--- config.mk ---
export PLATFORM = sky130hd
export DESIGN_NAME = mdg_ctrl
export DESIGN_NICKNAME = d
export VERILOG_FILES = /design/src/mdg_pkg.sv /design/src/mdg_ctrl.sv
export SDC_FILE = /design/constraint.sdc
export NUM_CORES = 1
export LEC_CHECK = 0
export ABC_AREA = 1
export BUFFER_PORTS_ARGS = -buffer_cell sky130_fd_sc_hd__buf_2
export CAP_MARGIN = 20
export CORE_MARGIN = 5
export CORE_UTILIZATION = 40
export DETAILED_ROUTE_END_ITERATION = 10
export PLACE_DENSITY = 0.6
export SETUP_SLACK_MARGIN = 0.3
export SLEW_MARGIN = 30
export SYNTH_ARGS = -nofsm -noshare
export SYNTH_HDL_FRONTEND = slang
export SYNTH_SLANG_ARGS = --single-unit
--- constraint.sdc ---
create_clock -name i_clk -period 2.01 [get_ports i_clk]
set_clock_uncertainty 0.1 [all_clocks]
set_input_delay 0.3015 -clock i_clk [delete_from_list [all_inputs] [get_ports i_clk]]
set_output_delay 0.3015 -clock i_clk [all_outputs]
set_load 0.005 [all_outputs]
--- src/mdg_pkg.sv ---
`timescale 1ns / 1ps

package mdg_pkg;

    localparam int COORD_WIDTH_DEF = 32;
    localparam int FRAC_BITS_DEF   = 28;

    // Internal orbit arithmetic is 64-bit signed with saturating adds.
    localparam int ZW = 64;
    typedef logic signed [ZW-1:0] t_z;

    localparam int ITER_W = 16;
    localparam int RAD_W  = 31;
    localparam int SLP_W  = 31;
    localparam int STP_W  = 29;
    localparam int CFG_IDX_W  = 2;
    localparam int CFG_DATA_W = 31;

    localparam logic [ITER_W-1:0] ITER_LIM_RST = 16'd256;
    localparam logic [RAD_W-1:0]  RADIUS_RST   = 31'd1073741824;
    localparam logic [SLP_W-1:0]  SLOPE_RST    = 31'd268435456;
    localparam logic [STP_W-1:0]  STEP_RST     = 29'd26843546;

    localparam logic [CFG_IDX_W-1:0] CFG_ITER_LIM = 2'd0;
    localparam logic [CFG_IDX_W-1:0] CFG_RADIUS   = 2'd1;
    localparam logic [CFG_IDX_W-1:0] CFG_SLOPE    = 2'd2;
    localparam logic [CFG_IDX_W-1:0] CFG_STEP     = 2'd3;

    localparam logic [1:0] RUN_CENTER = 2'd0;
    localparam logic [1:0] RUN_RIGHT  = 2'd1;
    localparam logic [1:0] RUN_UP     = 2'd2;

    localparam logic [15:0] SHADE_ONE = 16'd32768;

    typedef enum logic [3:0] {
        MUL_NONE,
        MUL_R2,
        MUL_S2,
        MUL_SR,
        MUL_SI,
        MUL_X,
        MUL_VX,
        MUL_VY,
        MUL_T2
    } t_mul;

    typedef struct packed {
        logic       load;
        t_mul       mul;
        logic [1:0] run;
        logic       run_init;
        logic       upd;
        logic       chk_ld;
        logic       tst_ld;
        logic       dw_wr;
        logic       dw_max;
        logic       d_ld;
        logic       q_start;
        logic       q_step;
        logic       q_take;
        logic       q_next;
        logic       out_ld;
    } t_cmd;

    typedef struct packed {
        logic zero_iter;
        logic esc_mag;
        logic esc_sq;
        logic last_iter;
        logic t_ok;
        logic mq_zero;
        logic fits;
        logic mask_last;
    } t_sts;

    function automatic t_z sat_add(input t_z a, input t_z b);
        t_z s;
        s = a + b;
        if (a[ZW-1] == b[ZW-1] && s[ZW-1] != a[ZW-1]) begin
            s = b[ZW-1] ? {1'b1, {(ZW-1){1'b0}}} : {1'b0, {(ZW-1){1'b1}}};
        end
        return s;
    endfunction

endpackage

--- src/mdg_ctrl.sv ---
`timescale 1ns / 1ps

module mdg_ctrl (
    input  logic            i_clk,
    input  logic            i_rst_n,
    input  logic            i_s_tvalid,
    output logic            o_s_tready,
    output logic            o_m_tvalid,
    input  logic            i_m_tready,
    input  mdg_pkg::t_sts   i_sts,
    output mdg_pkg::t_cmd   o_cmd
);

    typedef enum logic [16:0] {
        S_IDLE = 17'h00001,
        S_R2   = 17'h00002,
        S_INIT = 17'h00004,
        S_UPD  = 17'h00008,
        S_CHK  = 17'h00010,
        S_MSR  = 17'h00020,
        S_MSI  = 17'h00040,
        S_MX   = 17'h00080,
        S_TST  = 17'h00100,
        S_VX   = 17'h00200,
        S_VY   = 17'h00400,
        S_S2   = 17'h00800,
        S_D    = 17'h01000,
        S_QT   = 17'h02000,
        S_QM   = 17'h04000,
        S_QC   = 17'h08000,
        S_DONE = 17'h10000
    } t_state;

    t_state     r_state, n_state;
    logic [1:0] r_run, n_run;
    logic       r_ov, n_ov;
    t_state     w_after_run;
    logic [1:0] w_run_inc;

    assign o_s_tready = (r_state == S_IDLE);
    assign o_m_tvalid = r_ov;

    always_comb begin
        if (r_run == mdg_pkg::RUN_UP) begin
            w_after_run = S_VX;
            w_run_inc   = r_run;
        end else begin
            w_after_run = S_INIT;
            w_run_inc   = r_run + 2'd1;
        end
    end

    always_comb begin
        n_state = r_state;
        n_run   = r_run;
        n_ov    = r_ov && !i_m_tready;
        o_cmd   = '0;
        o_cmd.run = r_run;
        case (r_state)
            S_IDLE: begin
                if (i_s_tvalid) begin
                    o_cmd.load = 1'b1;
                    n_state    = S_R2;
                end
            end
            S_R2: begin
                o_cmd.mul = mdg_pkg::MUL_R2;
                n_run     = mdg_pkg::RUN_CENTER;
                n_state   = S_INIT;
            end
            S_INIT: begin
                o_cmd.run_init = 1'b1;
                if (i_sts.zero_iter) begin
                    // With a zero limit, writing the limit itself gives the dwell of zero.
                    o_cmd.dw_wr  = 1'b1;
                    o_cmd.dw_max = 1'b1;
                    n_run        = w_run_inc;
                    n_state      = w_after_run;
                end else begin
                    n_state = S_UPD;
                end
            end
            S_UPD: begin
                o_cmd.upd = 1'b1;
                n_state   = S_CHK;
            end
            S_CHK: begin
                if (i_sts.esc_mag) begin
                    o_cmd.dw_wr = 1'b1;
                    n_run       = w_run_inc;
                    n_state     = w_after_run;
                end else begin
                    o_cmd.chk_ld = 1'b1;
                    n_state      = S_MSR;
                end
            end
            S_MSR: begin
                o_cmd.mul = mdg_pkg::MUL_SR;
                n_state   = S_MSI;
            end
            S_MSI: begin
                o_cmd.mul = mdg_pkg::MUL_SI;
                n_state   = S_MX;
            end
            S_MX: begin
                o_cmd.mul = mdg_pkg::MUL_X;
                n_state   = S_TST;
            end
            S_TST: begin
                if (i_sts.esc_sq || i_sts.last_iter) begin
                    o_cmd.dw_wr  = 1'b1;
                    o_cmd.dw_max = !i_sts.esc_sq;
                    n_run        = w_run_inc;
                    n_state      = w_after_run;
                end else begin
                    o_cmd.tst_ld = 1'b1;
                    n_state      = S_UPD;
                end
            end
            S_VX: begin
                o_cmd.mul = mdg_pkg::MUL_VX;
                n_state   = S_VY;
            end
            S_VY: begin
                o_cmd.mul = mdg_pkg::MUL_VY;
                n_state   = S_S2;
            end
            S_S2: begin
                o_cmd.mul = mdg_pkg::MUL_S2;
                n_state   = S_D;
            end
            S_D: begin
                o_cmd.d_ld = 1'b1;
                n_state    = S_QT;
            end
            S_QT: begin
                if (i_sts.t_ok) begin
                    o_cmd.mul     = mdg_pkg::MUL_T2;
                    o_cmd.q_start = 1'b1;
                    n_state       = S_QM;
                end else begin
                    o_cmd.q_next = 1'b1;
                    n_state      = i_sts.mask_last ? S_DONE : S_QT;
                end
            end
            S_QM: begin
                if (i_sts.mq_zero) begin
                    n_state = S_QC;
                end else begin
                    o_cmd.q_step = 1'b1;
                end
            end
            S_QC: begin
                o_cmd.q_take = i_sts.fits;
                o_cmd.q_next = 1'b1;
                n_state      = i_sts.mask_last ? S_DONE : S_QT;
            end
            S_DONE: begin
                if (!r_ov || i_m_tready) begin
                    o_cmd.out_ld = 1'b1;
                    n_ov         = 1'b1;
                    n_state      = S_IDLE;
                end
            end
            default: begin
                n_state = S_IDLE;
            end
        endcase
    end

    always_ff @(posedge i_clk) begin
        if (!i_rst_n) begin
            r_state <= S_IDLE;
            r_run   <= mdg_pkg::RUN_CENTER;
            r_ov    <= 1'b0;
        end else begin
            r_state <= n_state;
            r_run   <= n_run;
            r_ov    <= n_ov;
        end
    end

endmodule

==> flow_summary.json <==
{
  "final_nets": 321,
  "synth_top_area_frac": 0.2827,
  "overflow": 0,
  "rsz0062_at_grt": "true",
  "max_slew.worst_pin.slew_ns": 0.2982,
  "insertedDiodeCount": 0,
  "grtUsageTotal": 0.1617,
  "syn_area_per_cell_um2": 6.002,
  "clock_latency_ns": 0.32,
  "critical_path_class": "reg -> out",
  "clkSlewWorstSetupHoldPaths_ns": 0.11,
  "vdd_drop_max_mv": 0.3710,
  "rows": 21,
  "drc": 0,
  "place_inst": 314,
  "dieArea_um2": 4831,
  "htreeDepth": 1,
  "slowest_delay_ns": 0.35,
  "ys_types": 26,
  "clk_path_buf_depth": 2,
  "layoutNonFillerInstCount": 352,
  "fin_setup_tns_ns": -0.3873,
  "dp_hpwl_mm": 2.879,
  "cpLargestDelayFamily": "simple AND/OR/NAND/NOR gates",
  "vias_per_cell": 4.884,
  "finalWirelength_mm": 4.613,
  "synth_flop_cell": "dfxtp_1",
  "first_pass_iters": 4,
  "gp_congestion": 0.9287,
  "drt_iter0_drc": 108,
  "yosysWarningCount": 0,
  "required_ns": 1.61,
  "fin_ws_ns": -0.1072,
  "die_w_um": 69.51,
  "start_util": 0.4179,
  "dp_slack_ns": 0.05950,
  "fmax_ghz": 0.4723,
  "violations": "setup timing",
  "ys_seq_elements": 20,
  "worst_setup_path_end_kind": "output pin",
  "setup_viol": 8,
  "fin_crit_ns": 2.117,
  "critPathMaxFanout": 5,
  "die_y_um": 69.51,
  "syn_area_um2": 1416,
  "cts_buffers": 3,
  "place_area_um2": 1630,
  "syn_inst": 236,
  "cp.arrival_ns": 1.72,
  "antenna_found_initial": 0,
  "cts_tree": "built",
  "fp.coreArea_um2": 3390,
  "yosysMostFrequentCell": "nor2_1",
  "ctsRootBufferMaster": "clkbuf_4",
  "cp.buffers_inverters": 1,
  "fin_crit_sh": 1.053,
  "async_flop_share": 0,
  "postLayoutCellArea_um2": 2203,
  "yosys.area.top_type": "dfxtp_1",
  "critPathLaunchType": "flip-flop",
  "ios": 33,
  "ant_nets": 0,
  "grt_max_degree": 13,
  "cellPowerDensity_nw_per_um2": 519.3,
  "ys_top_cells_by_count": "54 x nor2_1, 46 x inv_1, 39 x nand2_1, 25 x nand3_1, 20 x dfxtp_1",
  "clock-sinks": 20,
  "ys_seq_area_frac": 0.2827,
  "hold_viol": 0,
  "final_max_slew_viol_count": 0,
  "synth_edf_count": 0,
  "slowest_stage": "dfxtp_2",
  "grt_pass1_vias": 1507,
  "grt_pass1_wl_mm": 6.465,
  "wl_per_cell_um": 13.11,
  "synthTopCellsByArea": "dfxtp_1 28%, nor2_1 14%, inv_1 12%, nand2_1 10%, nand3_1 8.8%",
  "port_buffers": 32,
  "path_cells": "nor2_2, nand2_2, nor2_4, nand3b_1, o31ai_1, buf_2",
  "drv_cap": 0,
  "drive_above_1_share": 0.4771,
  "area_delta_synth_final_pct": 55.57,
  "postCtsHoldBufs": 0,
  "slew_headroom": 0.8000,
  "p_leak_uw": 0.001192,
  "syn-num-nets": 249,
  "num_vias": 1719,
  "status": "complete, but fails checks",
  "worst_hold_path_type": "in -> reg"
}
==> layout make-up <==
class,count,area [µm²]
clock buffers,3,22.52
inverters,48,182.7
fillers,309,1186
flip-flops and latches,20,424.2
repair buffers,70,504.2
well taps,46,57.56
multi-input cells,165,1012
==> report_power, final <==
part | internal [µW] | switching [µW]
clock | 70.4 | 134
combinational | 229 | 278
sequential | 411 | 21.9
==> worst reg2reg max path, stage by stage, from the launching register on <==
cell     delay [ns]
dfxtp_4        0.38
nor2_4         0.13
buf_6          0.12
nand2_4        0.06
nor2_4         0.17
buf_12         0.13
buf_6          0.09
nand3_4        0.07
buf_4          0.15
nand2_1        0.05
nor2_1         0.05
nand2_2        0.07
inv_1          0.05
nand2_1        0.08
nand3_2        0.09
nor2_2         0.11
==> cells in the final DEF, fill, tap and decap left out, types with 9 or more instances in the layout <==
| master | netlist | layout |
|---|---|---|
| nor2_1 | 54 | 41 |
| buf_4 | 1 | 28 |
| buf_6 | 2 | 11 |
| nand2_2 | 7 | 12 |
| nor2_4 | 3 | 14 |
| buf_2 | 0 | 30 |
| nand2_1 | 39 | 32 |
| nor2_2 | 6 | 9 |
| nand3_1 | 25 | 17 |
| inv_1 | 46 | 40 |
| dfxtp_1 | 20 | 9 |
==> per-layer routing <==
layer,part of all wire,track usage,vias to the layer above,wire length (µm)
li1,-,-,867,-
met1,0.44,0.2021,798,2044
met2,0.50,0.2850,48,2307
met3,0.045,0.03768,6,209
met4,0.011,0.02603,0,51
met5,0,0,-,0
==> registers in the layout (all words and copies together) (netlist names) <==
register,cells
r_run,2
r_state,17
o_m_tvalid,1
==> kinds of logic (layout without fill, tap and decap cells) <==
family                     Yosys count  after routing  share of synthesized area
adders and majority gates            1              1                   0.008833
AOI/OAI and AO/OA                   14             14                    0.06625
and+or+nand+nor                    149            150                     0.4912
DFF                                 20             20                     0.2827
buffers and inverters               52            121                     0.1511
==> metrics by stage <==
| step | hold slack (ns) | utilization | total power, µW |
|---|---|---|---|
| 6_report | 0.05186 | 0.6501 | 1144 |
| 5_1_grt | 0.03521 | 0.6501 | 1203 |
| 4_1_cts | 0.06167 | 0.5714 | 1062 |
| 3_5_place_dp | 0.3935 | 0.4810 | 745.2 |
| 3_3_place_gp | 0.3913 | 0.4810 | 743.0 |
| 2_1_floorplan | 0.2702 | - | 664.8 |
==> what timing repair did <==
action / CTS / global route
endpoints found under the setup margin: 24 / 25
gates cloned: 1 / 0
resized for setup: 44 / 38
pin swaps: 19 / 26
buffers inserted: 18 / 16
==> worst paths after layout <==
path,from,end,slack (ns),cells after the start
max reg2reg,r_state[14],r_state[15],0.05,15
min reg2reg,r_run[1],r_run[1],0.41,2
min,i_rst_n,r_state[0],0.05,2
max,r_state[3],o_cmd[6],-0.11,6
No activity file was read; power rests on OpenSTA's default activity.
